`src/fdrs_pkg.sv`:
```
// ----------------------------------------------------------------------------
// Frame delta refresh selector package
// Shared widths, reset values, register indexes and the refresh mode type.
// ----------------------------------------------------------------------------
package fdrs_pkg;

  localparam int unsigned BYTE_W     = 8;
  localparam int unsigned CNT_W      = 17;
  localparam int unsigned SKIP_W     = 16;
  localparam int unsigned THR_W      = 16;
  localparam int unsigned LIM_W      = 8;
  localparam int unsigned PIX_W      = 20;
  localparam int unsigned CFG_IDX_W  = 3;
  localparam int unsigned CFG_DATA_W = 20;
  localparam int unsigned FRAC_SHIFT = 19;
  localparam int unsigned PROD_W     = THR_W + PIX_W;

  localparam int unsigned MAX_FRAME_BYTES_DEF = 65536;

  localparam logic [THR_W-1:0] SKIP_THR_RST = 16'd65;
  localparam logic [THR_W-1:0] FAST_THR_RST = 16'd655;
  localparam logic [THR_W-1:0] FULL_THR_RST = 16'd6554;
  localparam logic [LIM_W-1:0] PART_LIM_RST = 8'd10;
  localparam logic [PIX_W-1:0] FRAME_PIX_RST = 20'd384000;

  typedef enum logic [1:0] {
    MODE_NONE    = 2'd0,
    MODE_FAST    = 2'd1,
    MODE_PARTIAL = 2'd2,
    MODE_FULL    = 2'd3
  } upd_mode_t;

  typedef enum logic [CFG_IDX_W-1:0] {
    CFG_SKIP_THR  = 3'd0,
    CFG_FAST_THR  = 3'd1,
    CFG_FULL_THR  = 3'd2,
    CFG_PART_LIM  = 3'd3,
    CFG_FRAME_PIX = 3'd4,
    CFG_HAS_TEXT  = 3'd5,
    CFG_HAS_GFX   = 3'd6
  } cfg_index_t;

endpackage

```
`src/fdrs_in_if.sv`:
```
// ----------------------------------------------------------------------------
// Frame delta refresh selector input channel
// Carries one byte pair of the new and previous frame per request.
// ----------------------------------------------------------------------------
interface fdrs_in_if;
  logic                         valid;
  logic                         ready;
  logic [fdrs_pkg::BYTE_W-1:0]  current_byte;
  logic [fdrs_pkg::BYTE_W-1:0]  previous_byte;
  logic                         frame_last;

  modport source (output valid, output current_byte, output previous_byte,
                  output frame_last, input ready);
  modport sink (input valid, input current_byte, input previous_byte,
                input frame_last, output ready);
endinterface

```
`src/fdrs_out_if.sv`:
```
// ----------------------------------------------------------------------------
// Frame delta refresh selector result channel
// Carries the chosen refresh mode and the frame counters.
// ----------------------------------------------------------------------------
interface fdrs_out_if;
  logic                         valid;
  logic                         ready;
  logic [1:0]                   upd_mode;
  logic [fdrs_pkg::CNT_W-1:0]   changed_bytes;
  logic [fdrs_pkg::SKIP_W-1:0]  skipped_total;

  modport source (output valid, output upd_mode, output changed_bytes,
                  output skipped_total, input ready);
  modport sink (input valid, input upd_mode, input changed_bytes,
                input skipped_total, output ready);
endinterface

```
`src/fdrs_cfg_if.sv`:
```
// ----------------------------------------------------------------------------
// Frame delta refresh selector configuration channel
// Carries a register index and the data written to that register.
// ----------------------------------------------------------------------------
interface fdrs_cfg_if;
  logic                             valid;
  logic                             ready;
  logic [fdrs_pkg::CFG_IDX_W-1:0]   index;
  logic [fdrs_pkg::CFG_DATA_W-1:0]  data;

  modport source (output valid, output index, output data, input ready);
  modport sink (input valid, input index, input data, output ready);
endinterface

```
`src/frame_delta_refresh_selector.sv`:
```
// ----------------------------------------------------------------------------
// Frame delta refresh selector
// Counts differing byte pairs of a frame and picks a refresh mode at its end.
// ----------------------------------------------------------------------------
// The input channel takes one byte pair per cycle, the byte of the new frame
// and the byte at the same place of the previous frame, with frame_last on the
// final byte. Only the last byte of a frame produces a request on the result
// channel, carrying the refresh mode, the count of differing bytes and the
// running count of skipped refreshes.
// A request passes an input register and then a result register: the result
// of a last byte moves on once the result register is free. One byte is taken
// every cycle; the single result register lets new bytes enter while a
// result waits, and only a second last byte stalls while it is still held.
// The threshold products are registered from the configuration registers, so
// a threshold or pixel count write reaches the compares one register later.
// The configuration port accepts a write in every cycle.
// Reset restores the register defaults and clears the counters and both
// pipeline stages.
// ----------------------------------------------------------------------------
module frame_delta_refresh_selector #(
  parameter int unsigned MAX_FRAME_BYTES = fdrs_pkg::MAX_FRAME_BYTES_DEF
) (
  input  logic        clk,
  input  logic        rst_n,
  fdrs_in_if.sink     in_req,
  fdrs_out_if.source  out_res,
  fdrs_cfg_if.sink    cfg_wr
);

  localparam int unsigned CNT_W  = fdrs_pkg::CNT_W;
  localparam int unsigned PROD_W = fdrs_pkg::PROD_W;
  localparam logic [CNT_W-1:0] CNT_MAX = CNT_W'(MAX_FRAME_BYTES);

  logic [fdrs_pkg::THR_W-1:0]  skip_thr_r, fast_thr_r, full_thr_r;
  logic [fdrs_pkg::LIM_W-1:0]  part_lim_r;
  logic [fdrs_pkg::PIX_W-1:0]  frame_pix_r;
  logic                        text_en_r, has_gfx_r;

  logic [PROD_W-1:0]           prod_skip_r, prod_fast_r, prod_full_r;

  logic                        s1_valid_r, s1_valid_nxt;
  logic                        s1_differs_r, s1_last_r;

  logic [CNT_W-1:0]            diff_count_r, count_nxt;
  logic [fdrs_pkg::LIM_W-1:0]  partial_run_r, run_nxt, partial_inc;
  logic [fdrs_pkg::SKIP_W-1:0] skip_count_r, skip_nxt;

  logic                        out_valid_r, out_valid_nxt;
  fdrs_pkg::upd_mode_t         mode_r, mode_base, mode_nxt;
  logic [CNT_W-1:0]            changed_r;
  logic [fdrs_pkg::SKIP_W-1:0] skipped_r;

  logic                        in_fire, out_free, s1_take, s1_result;
  logic [PROD_W-1:0]           lhs;
  logic                        lt_skip, lt_fast, gt_full;

  assign cfg_wr.ready = 1'b1;

  always_ff @(posedge clk) begin
    if (!rst_n) begin
      skip_thr_r  <= fdrs_pkg::SKIP_THR_RST;
      fast_thr_r  <= fdrs_pkg::FAST_THR_RST;
      full_thr_r  <= fdrs_pkg::FULL_THR_RST;
      part_lim_r  <= fdrs_pkg::PART_LIM_RST;
      frame_pix_r <= fdrs_pkg::FRAME_PIX_RST;
      text_en_r   <= 1'b1;
      has_gfx_r   <= 1'b0;
    end else if (cfg_wr.valid) begin
      unique case (cfg_wr.index)
        fdrs_pkg::CFG_SKIP_THR:  skip_thr_r  <= cfg_wr.data[15:0];
        fdrs_pkg::CFG_FAST_THR:  fast_thr_r  <= cfg_wr.data[15:0];
        fdrs_pkg::CFG_FULL_THR:  full_thr_r  <= cfg_wr.data[15:0];
        fdrs_pkg::CFG_PART_LIM:  part_lim_r  <= cfg_wr.data[7:0];
        fdrs_pkg::CFG_FRAME_PIX: frame_pix_r <= cfg_wr.data[19:0];
        fdrs_pkg::CFG_HAS_TEXT:  text_en_r   <= cfg_wr.data[0];
        fdrs_pkg::CFG_HAS_GFX:   has_gfx_r   <= cfg_wr.data[0];
        default: ;
      endcase
    end
  end

  // Threshold times pixel count, so that each test is an exact integer compare.
  always_ff @(posedge clk) begin
    prod_skip_r <= PROD_W'(skip_thr_r) * PROD_W'(frame_pix_r);
    prod_fast_r <= PROD_W'(fast_thr_r) * PROD_W'(frame_pix_r);
    prod_full_r <= PROD_W'(full_thr_r) * PROD_W'(frame_pix_r);
  end

  assign in_fire   = in_req.valid && in_req.ready;
  assign out_free  = !out_valid_r || out_res.ready;
  assign s1_take   = s1_valid_r && (!s1_last_r || out_free);
  assign s1_result = s1_take && s1_last_r;
  assign in_req.ready = !s1_valid_r || s1_take;

  always_comb begin
    s1_valid_nxt = s1_valid_r;
    if (in_fire) begin
      s1_valid_nxt = 1'b1;
    end else if (s1_take) begin
      s1_valid_nxt = 1'b0;
    end
  end

  always_ff @(posedge clk) begin
    if (!rst_n) begin
      s1_valid_r <= 1'b0;
    end else begin
      s1_valid_r <= s1_valid_nxt;
    end
  end

  always_ff @(posedge clk) begin
    if (in_fire) begin
      s1_differs_r <= in_req.current_byte != in_req.previous_byte;
      s1_last_r    <= in_req.frame_last;
    end
  end

  assign count_nxt = (s1_differs_r && diff_count_r < CNT_MAX) ?
                     diff_count_r + CNT_W'(1) : diff_count_r;
  assign lhs     = PROD_W'(count_nxt) << fdrs_pkg::FRAC_SHIFT;
  assign lt_skip = lhs < prod_skip_r;
  assign lt_fast = lhs < prod_fast_r;
  assign gt_full = lhs > prod_full_r;
  assign partial_inc = partial_run_r + fdrs_pkg::LIM_W'(1);

  always_comb begin
    priority if (count_nxt == '0 || lt_skip) begin
      mode_base = fdrs_pkg::MODE_NONE;
    end else if (lt_fast && text_en_r && !has_gfx_r) begin
      mode_base = fdrs_pkg::MODE_FAST;
    end else if (gt_full) begin
      mode_base = fdrs_pkg::MODE_FULL;
    end else begin
      mode_base = fdrs_pkg::MODE_PARTIAL;
    end
  end

  always_comb begin
    mode_nxt = mode_base;
    run_nxt  = partial_run_r;
    skip_nxt = skip_count_r;
    unique case (mode_base)
      fdrs_pkg::MODE_NONE: begin
        if (skip_count_r != '1) begin
          skip_nxt = skip_count_r + fdrs_pkg::SKIP_W'(1);
        end
      end
      fdrs_pkg::MODE_FAST: ;
      fdrs_pkg::MODE_PARTIAL: begin
        if (partial_inc >= part_lim_r) begin
          mode_nxt = fdrs_pkg::MODE_FULL;
          run_nxt  = '0;
        end else begin
          run_nxt = partial_inc;
        end
      end
      fdrs_pkg::MODE_FULL: run_nxt = '0;
      default: ;
    endcase
  end

  always_ff @(posedge clk) begin
    if (!rst_n) begin
      diff_count_r  <= '0;
      partial_run_r <= '0;
      skip_count_r  <= '0;
    end else if (s1_take) begin
      diff_count_r <= s1_last_r ? '0 : count_nxt;
      if (s1_last_r) begin
        partial_run_r <= run_nxt;
        skip_count_r  <= skip_nxt;
      end
    end
  end

  always_comb begin
    out_valid_nxt = out_valid_r;
    if (s1_result) begin
      out_valid_nxt = 1'b1;
    end else if (out_res.ready) begin
      out_valid_nxt = 1'b0;
    end
  end

  always_ff @(posedge clk) begin
    if (!rst_n) begin
      out_valid_r <= 1'b0;
    end else begin
      out_valid_r <= out_valid_nxt;
    end
  end

  always_ff @(posedge clk) begin
    if (s1_result) begin
      mode_r    <= mode_nxt;
      changed_r <= count_nxt;
      skipped_r <= skip_nxt;
    end
  end

  assign out_res.valid         = out_valid_r;
  assign out_res.upd_mode      = mode_r;
  assign out_res.changed_bytes = changed_r;
  assign out_res.skipped_total = skipped_r;

endmodule

```
`src/flat_wrapper.sv`:
```
// flat-port wrapper written by rule: the top's interface ports become plain ports
module frame_delta_refresh_selector_flat 
#(
  parameter int unsigned MAX_FRAME_BYTES = fdrs_pkg::MAX_FRAME_BYTES_DEF
)
  (clk, rst_n, in_req_valid, in_req_current_byte, in_req_previous_byte, in_req_frame_last, in_req_ready, out_res_valid, out_res_upd_mode, out_res_changed_bytes, out_res_skipped_total, out_res_ready, cfg_wr_valid, cfg_wr_index, cfg_wr_data, cfg_wr_ready);
  fdrs_in_if in_req_i ();
  fdrs_out_if out_res_i ();
  fdrs_cfg_if cfg_wr_i ();
  input  logic clk;
  input  logic rst_n;
  input wire logic [$bits(in_req_i.valid)-1:0] in_req_valid;
  input wire logic [$bits(in_req_i.current_byte)-1:0] in_req_current_byte;
  input wire logic [$bits(in_req_i.previous_byte)-1:0] in_req_previous_byte;
  input wire logic [$bits(in_req_i.frame_last)-1:0] in_req_frame_last;
  output wire logic [$bits(in_req_i.ready)-1:0] in_req_ready;
  output wire logic [$bits(out_res_i.valid)-1:0] out_res_valid;
  output wire logic [$bits(out_res_i.upd_mode)-1:0] out_res_upd_mode;
  output wire logic [$bits(out_res_i.changed_bytes)-1:0] out_res_changed_bytes;
  output wire logic [$bits(out_res_i.skipped_total)-1:0] out_res_skipped_total;
  input wire logic [$bits(out_res_i.ready)-1:0] out_res_ready;
  input wire logic [$bits(cfg_wr_i.valid)-1:0] cfg_wr_valid;
  input wire logic [$bits(cfg_wr_i.index)-1:0] cfg_wr_index;
  input wire logic [$bits(cfg_wr_i.data)-1:0] cfg_wr_data;
  output wire logic [$bits(cfg_wr_i.ready)-1:0] cfg_wr_ready;
  assign in_req_i.valid = in_req_valid;
  assign in_req_i.current_byte = in_req_current_byte;
  assign in_req_i.previous_byte = in_req_previous_byte;
  assign in_req_i.frame_last = in_req_frame_last;
  assign in_req_ready = in_req_i.ready;
  assign out_res_valid = out_res_i.valid;
  assign out_res_upd_mode = out_res_i.upd_mode;
  assign out_res_changed_bytes = out_res_i.changed_bytes;
  assign out_res_skipped_total = out_res_i.skipped_total;
  assign out_res_i.ready = out_res_ready;
  assign cfg_wr_i.valid = cfg_wr_valid;
  assign cfg_wr_i.index = cfg_wr_index;
  assign cfg_wr_i.data = cfg_wr_data;
  assign cfg_wr_ready = cfg_wr_i.ready;
  frame_delta_refresh_selector #(.MAX_FRAME_BYTES(MAX_FRAME_BYTES)) u_core (.clk(clk), .rst_n(rst_n), .in_req(in_req_i), .out_res(out_res_i), .cfg_wr(cfg_wr_i));
endmodule
```
`config.mk`:
```
export PLATFORM = sky130hd
export DESIGN_NAME = frame_delta_refresh_selector_flat
export DESIGN_NICKNAME = d
export VERILOG_FILES = /design/src/fdrs_pkg.sv /design/src/fdrs_in_if.sv /design/src/fdrs_out_if.sv /design/src/fdrs_cfg_if.sv /design/src/frame_delta_refresh_selector.sv /design/src/flat_wrapper.sv
export SDC_FILE = /design/constraint.sdc
export NUM_CORES = 2
export LEC_CHECK = 0
export ABC_CLOCK_PERIOD_IN_PS = 8000
export BUFFER_PORTS_ARGS = -buffer_cell sky130_fd_sc_hd__buf_4
export CAP_MARGIN = 40
export CELL_PAD_IN_SITES_DETAIL_PLACEMENT = 1
export CELL_PAD_IN_SITES_GLOBAL_PLACEMENT = 2
export CORE_MARGIN = 2
export CORE_UTILIZATION = 40
export DETAILED_ROUTE_END_ITERATION = 6
export PLACE_DENSITY = 0.86
export SYNTH_ARGS = -nofsm -noshare
export SYNTH_HDL_FRONTEND = slang
export SYNTH_SLANG_ARGS = --single-unit
```
`constraint.sdc`:
```
create_clock -name clk -period 8 [get_ports clk]
set_input_delay 0.8 -clock clk [delete_from_list [all_inputs] [get_ports clk]]
set_output_delay 0.8 -clock clk [all_outputs]
set_load 0.05 [all_outputs]
```
# --- After elaboration in Yosys (flattened, before gate mapping) ---
# Cells that the tools add are included.
totals:
  mem_bits_ro: 0
  ram_bits: 0
  latchBits: 0
  reg_bits: 266
  input_bits: 45
  word_cells: 85
  mem_count: 0
op_classes:
  magnitude_cmp: 5
  n_shift: 0
  bitwise: 0
  reduce_logical: 29
  addsub: 3
  n_mul: 3
  eq_ne: 10
  muxes: 15
  div: 0
ops:
  columns: ["operator", "count"]
  rows:
  - ["multiplier 16 x 20 -> 36 bit", 3]
  - ["less-than comparator 36 bit", 2]
  - ["greater-than comparator 36 bit", 1]
  - ["two-way mux 17 bit", 2]
  - ["two-way mux 16 bit", 2]
  - ["adder 17 x 1 -> 17 bit (second input constant)", 1]
  - ["logical NOT 17 bit", 1]
  - ["less-than comparator 17 bit (second input constant)", 1]
  - ["adder 16 x 1 -> 16 bit (second input constant)", 1]
  - ["!= test 16 bit (second input constant)", 1]
  - ["case mux 8 bit (2 select lines)", 1]
  - ["AND reduction 2 bit", 8]
  - ["== test 3 bit (second input constant)", 3]
  - ["adder 8 x 1 -> 8 bit (second input constant)", 1]
  - [">= comparator 8 bit", 1]
  - ["two-way mux 2 bit", 4]
  - ["two-way mux 8 bit", 1]
  - ["!= test 8 bit", 1]
  - ["== test 3 x 2 -> 1 bit (second input constant)", 2]
  - ["logical AND 1 bit", 6]
  - ["nonzero test 2 bit", 3]
  - ["two-way mux 1 bit", 5]
  - ["== test 2 bit (second input constant)", 2]
  - ["logical NOT 1 bit", 4]
  - ["5 further kinds", 8]

# --- Longest topological paths before layout ---
logic_depth:
  depth_word: 11
  depth_mapped: 26
  depth_no_buf: 23

# --- Worst setup path before layout ---
# Ideal clock, no wire load.
synth_timing:
  path_kind: "register -> register"
  start: "reg u_core.frame_pix_r[11] (netlist name)"
  end: "reg u_core.prod_full_r[33]"
  stages_incl_launch_ff: 22
  n_path_buf: 2
  setup_slack_ns: 1.649
  required_time_ns: 7.880
  synth_period_minus_slack_ns: 6.351
  arrival_ns: 6.231
  cell_sequence: "dfxtp_1 -> clkbuf_1 -> clkbuf_1 -> nand2_1 -> fa_1 -> fa_1 -> fa_1 -> inv_1 -> fa_1 -> fa_1 -> inv_1 -> fa_1 -> inv_1 -> ha_1 -> a41o_1 -> a21oi_1 -> o21ai_0 -> nor3b_1 -> a21oi_1 -> o2111a_1 -> o31a_1 -> o31a_1"
synth_between:
  elab_chain_len: 1
synth_rtl:
  columns: ["item", "line_no", "source"]
  rows:
  - ["start, declared", "frame_delta_refresh_selector.sv:36", "logic [fdrs_pkg::PIX_W-1:0] frame_pix_r;"]
  - ["start signal, assigned", "frame_delta_refresh_selector.sv:65", "frame_pix_r <= fdrs_pkg::FRAME_PIX_RST;"]
  - ["start signal, assigned", "frame_delta_refresh_selector.sv:74", "fdrs_pkg::CFG_FRAME_PIX: frame_pix_r <= cfg_wr.data[19:0];"]
  - ["multiplier 16 x 20 -> 36 bit", "frame_delta_refresh_selector.sv:86", "prod_full_r <= PROD_W'(full_thr_r) * PROD_W'(frame_pix_r);"]
  - ["end signal, assigned", "frame_delta_refresh_selector.sv:86", null]
  - ["end, declared", "frame_delta_refresh_selector.sv:39", "logic [PROD_W-1:0] prod_skip_r, prod_fast_r, prod_full_r;"]
# No other way between the ends.
# A chain may end at the register's enable or synchronous reset.

# --- Worst setup path after layout ---
layout_timing:
  start: "reg u_core.frame_pix_r[8] (netlist name)"
  end: "reg u_core.prod_fast_r[32]"
layout_between:
  elab_chain_len: 1
layout_rtl:
  columns: ["item", "line_no", "source"]
  rows:
  - ["multiplier 16 x 20 -> 36 bit", "frame_delta_refresh_selector.sv:85", "prod_fast_r <= PROD_W'(fast_thr_r) * PROD_W'(frame_pix_r);"]
  - ["end signal, assigned", "frame_delta_refresh_selector.sv:85", null]
  - ["end, declared", "frame_delta_refresh_selector.sv:39", null]
# No other way between the ends.

==> results_dict.tcl <==
set metrics [dict create \
    instances_no_fill 6064 \
    wire_per_inst_um 20.6 \
    drt_iter0_markers 1618 \
    relSlewSlack_pct 35.2 \
    finalSetupViolCount 0 \
    cts_setup_buffers 0 \
    timing.final.crit_share_pct 87.0 \
    drc 0 \
    tritoncts "done" \
    pwr_density_cell_nw_per_um2 159 \
    synth_fp_nets 5876 \
    p_switching_mw 3.03 \
    ys_top_cells_by_count "899 x inv_1, 772 x nand2_1, 750 x fa_1, 428 x and2_1, 386 x ha_1" \
    gr-total-overflow 0 \
    report.final.slew_viol_count 0 \
    crit_required_ns 8.43 \
    insertion_delay_ns 0.57 \
    die_width_um 326 \
    hp-class "input pin to register" \
    port-buffer-count 81 \
    io_pins 83 \
    pwr-share-clk_pct 23.5 \
    nets 5836 \
    tightestPinTransition_ns 0.970 \
    power_mw 7.17 \
    vdd_drop_max_mv 0.134 \
    clockRootBuffer "clkbuf_16" \
    netlist_area_um2 41500 \
    core_area_um2 103000 \
    fmax_mhz 144 \
    dp_hpwl_um 97300 \
    synth.most_common_cell "inv_1" \
    synthArstFlopShare_pct 0 \
    avgSynthCellArea_um2 8.84 \
    worst_setup_path_start_kind "register" \
    grt_usage_pct 24.2 \
    cp.arrival_ns 7.39 \
    fin_util_pct 43.7 \
    holdBufCountCts 0 \
    drive_above_1_share_pct 6.11 \
    cts_resized 0 \
    comb_power_share_pct 53.3 \
    finalClockSkew_ns 0.0339 \
    outcome "complete, no violations" \
    die_h_um 326 \
    critPathLaunch "u_core.frame_pix_r[8]" \
    syn_inst 4695 \
    ys_dominant_reg_cell "dfxtp_1" \
    area_growth_pct 8.57 \
    worstReg2RegStart "u_core.frame_pix_r[8]" \
    cp-end-kind "register" \
    cts_sinks 266 \
    dp_cells 5997 \
    power.share.switching_pct 42.2 \
    vias 31612 \
    ys_top_cells_by_area "fa_1 36%, ha_1 12%, dfxtp_1 11%, inv_1 8.1%, nand2_1 7.0%" \
    synth_area_leader_cell "fa_1" \
    synth_edf_count 37 \
    placementRows 118 \
    yosys.area.top_type_share_pct 36.2 \
    final_hold_viol_count 0 \
    cts_buffer_depth 3 \
    leakagePower_nw 22.7 \
    rsz0062_at_grt "no" \
    synth_seq_area_share_pct 13.7 \
    postRouteAntennaNets 0 \
    clk_pin_slew_ns 0.06 \
    place.gp.congestion 0.837 \
    period_needed_ns 6.96 \
    cts_made_buffers 35 \
    worstHoldStart "in_req_frame_last" \
    grt_max_degree 59 \
    grt_pass1_wl_um 201000 \
    yosysUniqueCellTypes 79 \
    initial_utilization_pct 40.2 \
    htree_levels 2 \
    drt_wl_total_um 125000 \
    setup_tns_ns 0 \
    seq_power_share_pct 23.2 \
    worst-path-max-fanout 34 \
    dieArea_um2 106000 \
    ys_ff_latch 266 \
    intPower_mw 4.15 \
    grt_pass1_vias 35601 \
    path_class "register to register" \
    fillCellCount 11966 \
    antenna_found_initial 14 \
    max-cap-violations 0 \
    viasPerCell 5.21 \
    drt_pass1_iterations 6 \
    ys.warnings.count 0 \
]
[critical path, stage by stage, from the launching register on]
cell,delay (ns)
dfxtp_2,0.96
buf_4,0.38
nand2_1,0.10
fa_1,0.50
fa_1,0.47
fa_1,0.55
inv_1,0.06
fa_1,0.49
fa_1,0.50
inv_1,0.05
fa_1,0.47
inv_1,0.05
ha_1,0.37
nand3_1,0.15
a21oi_1,0.13
o21ai_0,0.11
a311o_1,0.30
a21oi_1,0.46
a211oi_1,0.20
o31ai_1,0.25
a21oi_1,0.12
xnor2_1,0.14
[power groups by stage]
stage          Sequential, mW  Clock [mW]  Combinational, mW
3_5_place_dp             1.69           0               3.82
6_report                 1.66        1.69               3.82
2_1_floorplan            1.63           0               2.85
5_1_grt                  1.68        1.78               4.39
3_3_place_gp             1.69           0               3.70
4_1_cts                  1.66        1.73               3.85
[path summary, 6_finish.rpt]
| path | endpoint | slack [ns] | depth (start not counted) |
|---|---|---|---|
| hold reg to reg | u_core.part_lim_r[2] | 0.46 | 2 |
| setup reg to reg | u_core.prod_fast_r[32] | 1.04 | 21 |
| setup / recovery | u_core.prod_fast_r[32] | 1.04 | 21 |
| hold / removal | u_core.s1_last_r | 0.40 | 1 |
[registers in the layout, indices dropped and copies added, names as in the netlist]
register                      count
u_core.partial_run_r              8
u_core.s1_last_r                  1
u_core.skip_count_r              16
u_core.s1_valid_r                 1
u_core.out_res.valid              1
u_core.frame_pix_r               20
u_core.part_lim_r                 8
u_core.prod_full_r               36
u_core.skip_thr_r                16
u_core.diff_count_r              17
u_core.s1_differs_r               1
u_core.prod_fast_r               36
u_core.out_res.upd_mode           2
u_core.has_gfx_r                  1
u_core.full_thr_r                16
u_core.prod_skip_r               36
u_core.text_en_r                  1
u_core.out_res.skipped_total     16
u_core.fast_thr_r                16
u_core.out_res.changed_bytes     17
[metal layers]
layer / part of all wire (%) / track usage (%) / routed length [um] / vias to the layer above
met4: 2.6 / 6.14 / 3270 / 4
li1: - / - / - / 14245
met5: 0.027 / 0 / 34 / -
met3: 5.4 / 3.34 / 6780 / 175
met1: 44 / 31.9 / 54900 / 16469
met2: 48 / 41.7 / 60000 / 719
[layout make-up]
type                            instances  area [um^2]  area share [%]
Antenna cell                            3         7.51          0.0167
Clock buffer                           48          995            2.21
Multi-Input combinational cell       3282        31500            69.9
Timing Repair Buffer                  171         1510            3.34
Tap cell                             1380         1730            3.83
Inverter                              899         3380            7.49
Clock inverter                         15          229           0.508
Sequential cell                       266         5720            12.7
[logic make-up (layout without fill, tap and decap cells)]
group                    after synthesis  in the layout  synth area share (%)
adder cells (fa/ha/maj)             1136           1136                  47.8
other                                  1              4               0.00904
flip-flops                           266            266                  13.7
multiplexers                          10             10                 0.250
buffers and inverters               1147           1133                  10.6
AND/OR/NAND/NOR                     1555           1555                  18.0
AO/OA/AOI/OAI                        452            452                  6.91
XOR/XNOR                             128            128                  2.70
[stage by stage]
stage	hold WS, ns	area (um^2)	setup slack (ns)
after global routing	0.385	45100	0.669
after CTS	0.374	45000	0.996
after detailed placement	0.450	43800	1.00
after global placement	0.444	43500	1.14
after floorplan	0.436	41500	1.65
final	0.403	45100	1.04
[cells in the final DEF, fill, tap and decap left out, types with 19 or more instances in the layout]
cell,netlist,routed
inv_1,899,897
nand2_1,772,772
fa_1,750,750
and2_1,428,428
ha_1,386,386
dfxtp_1,229,209
a21oi_1,168,168
buf_4,2,150
nor2_1,118,118
nand3_1,72,72
xnor2_1,75,72
o21ai_0,70,70
a21o_1,58,58
xor2_1,53,45
edfxtp_1,37,37
clkbuf_16,0,35
nor3_1,23,23
nor4_1,21,21
and3_1,20,20
dfxtp_2,0,20
nand4_1,19,19
o31ai_1,19,19
(Power assumes the default switching activity.)
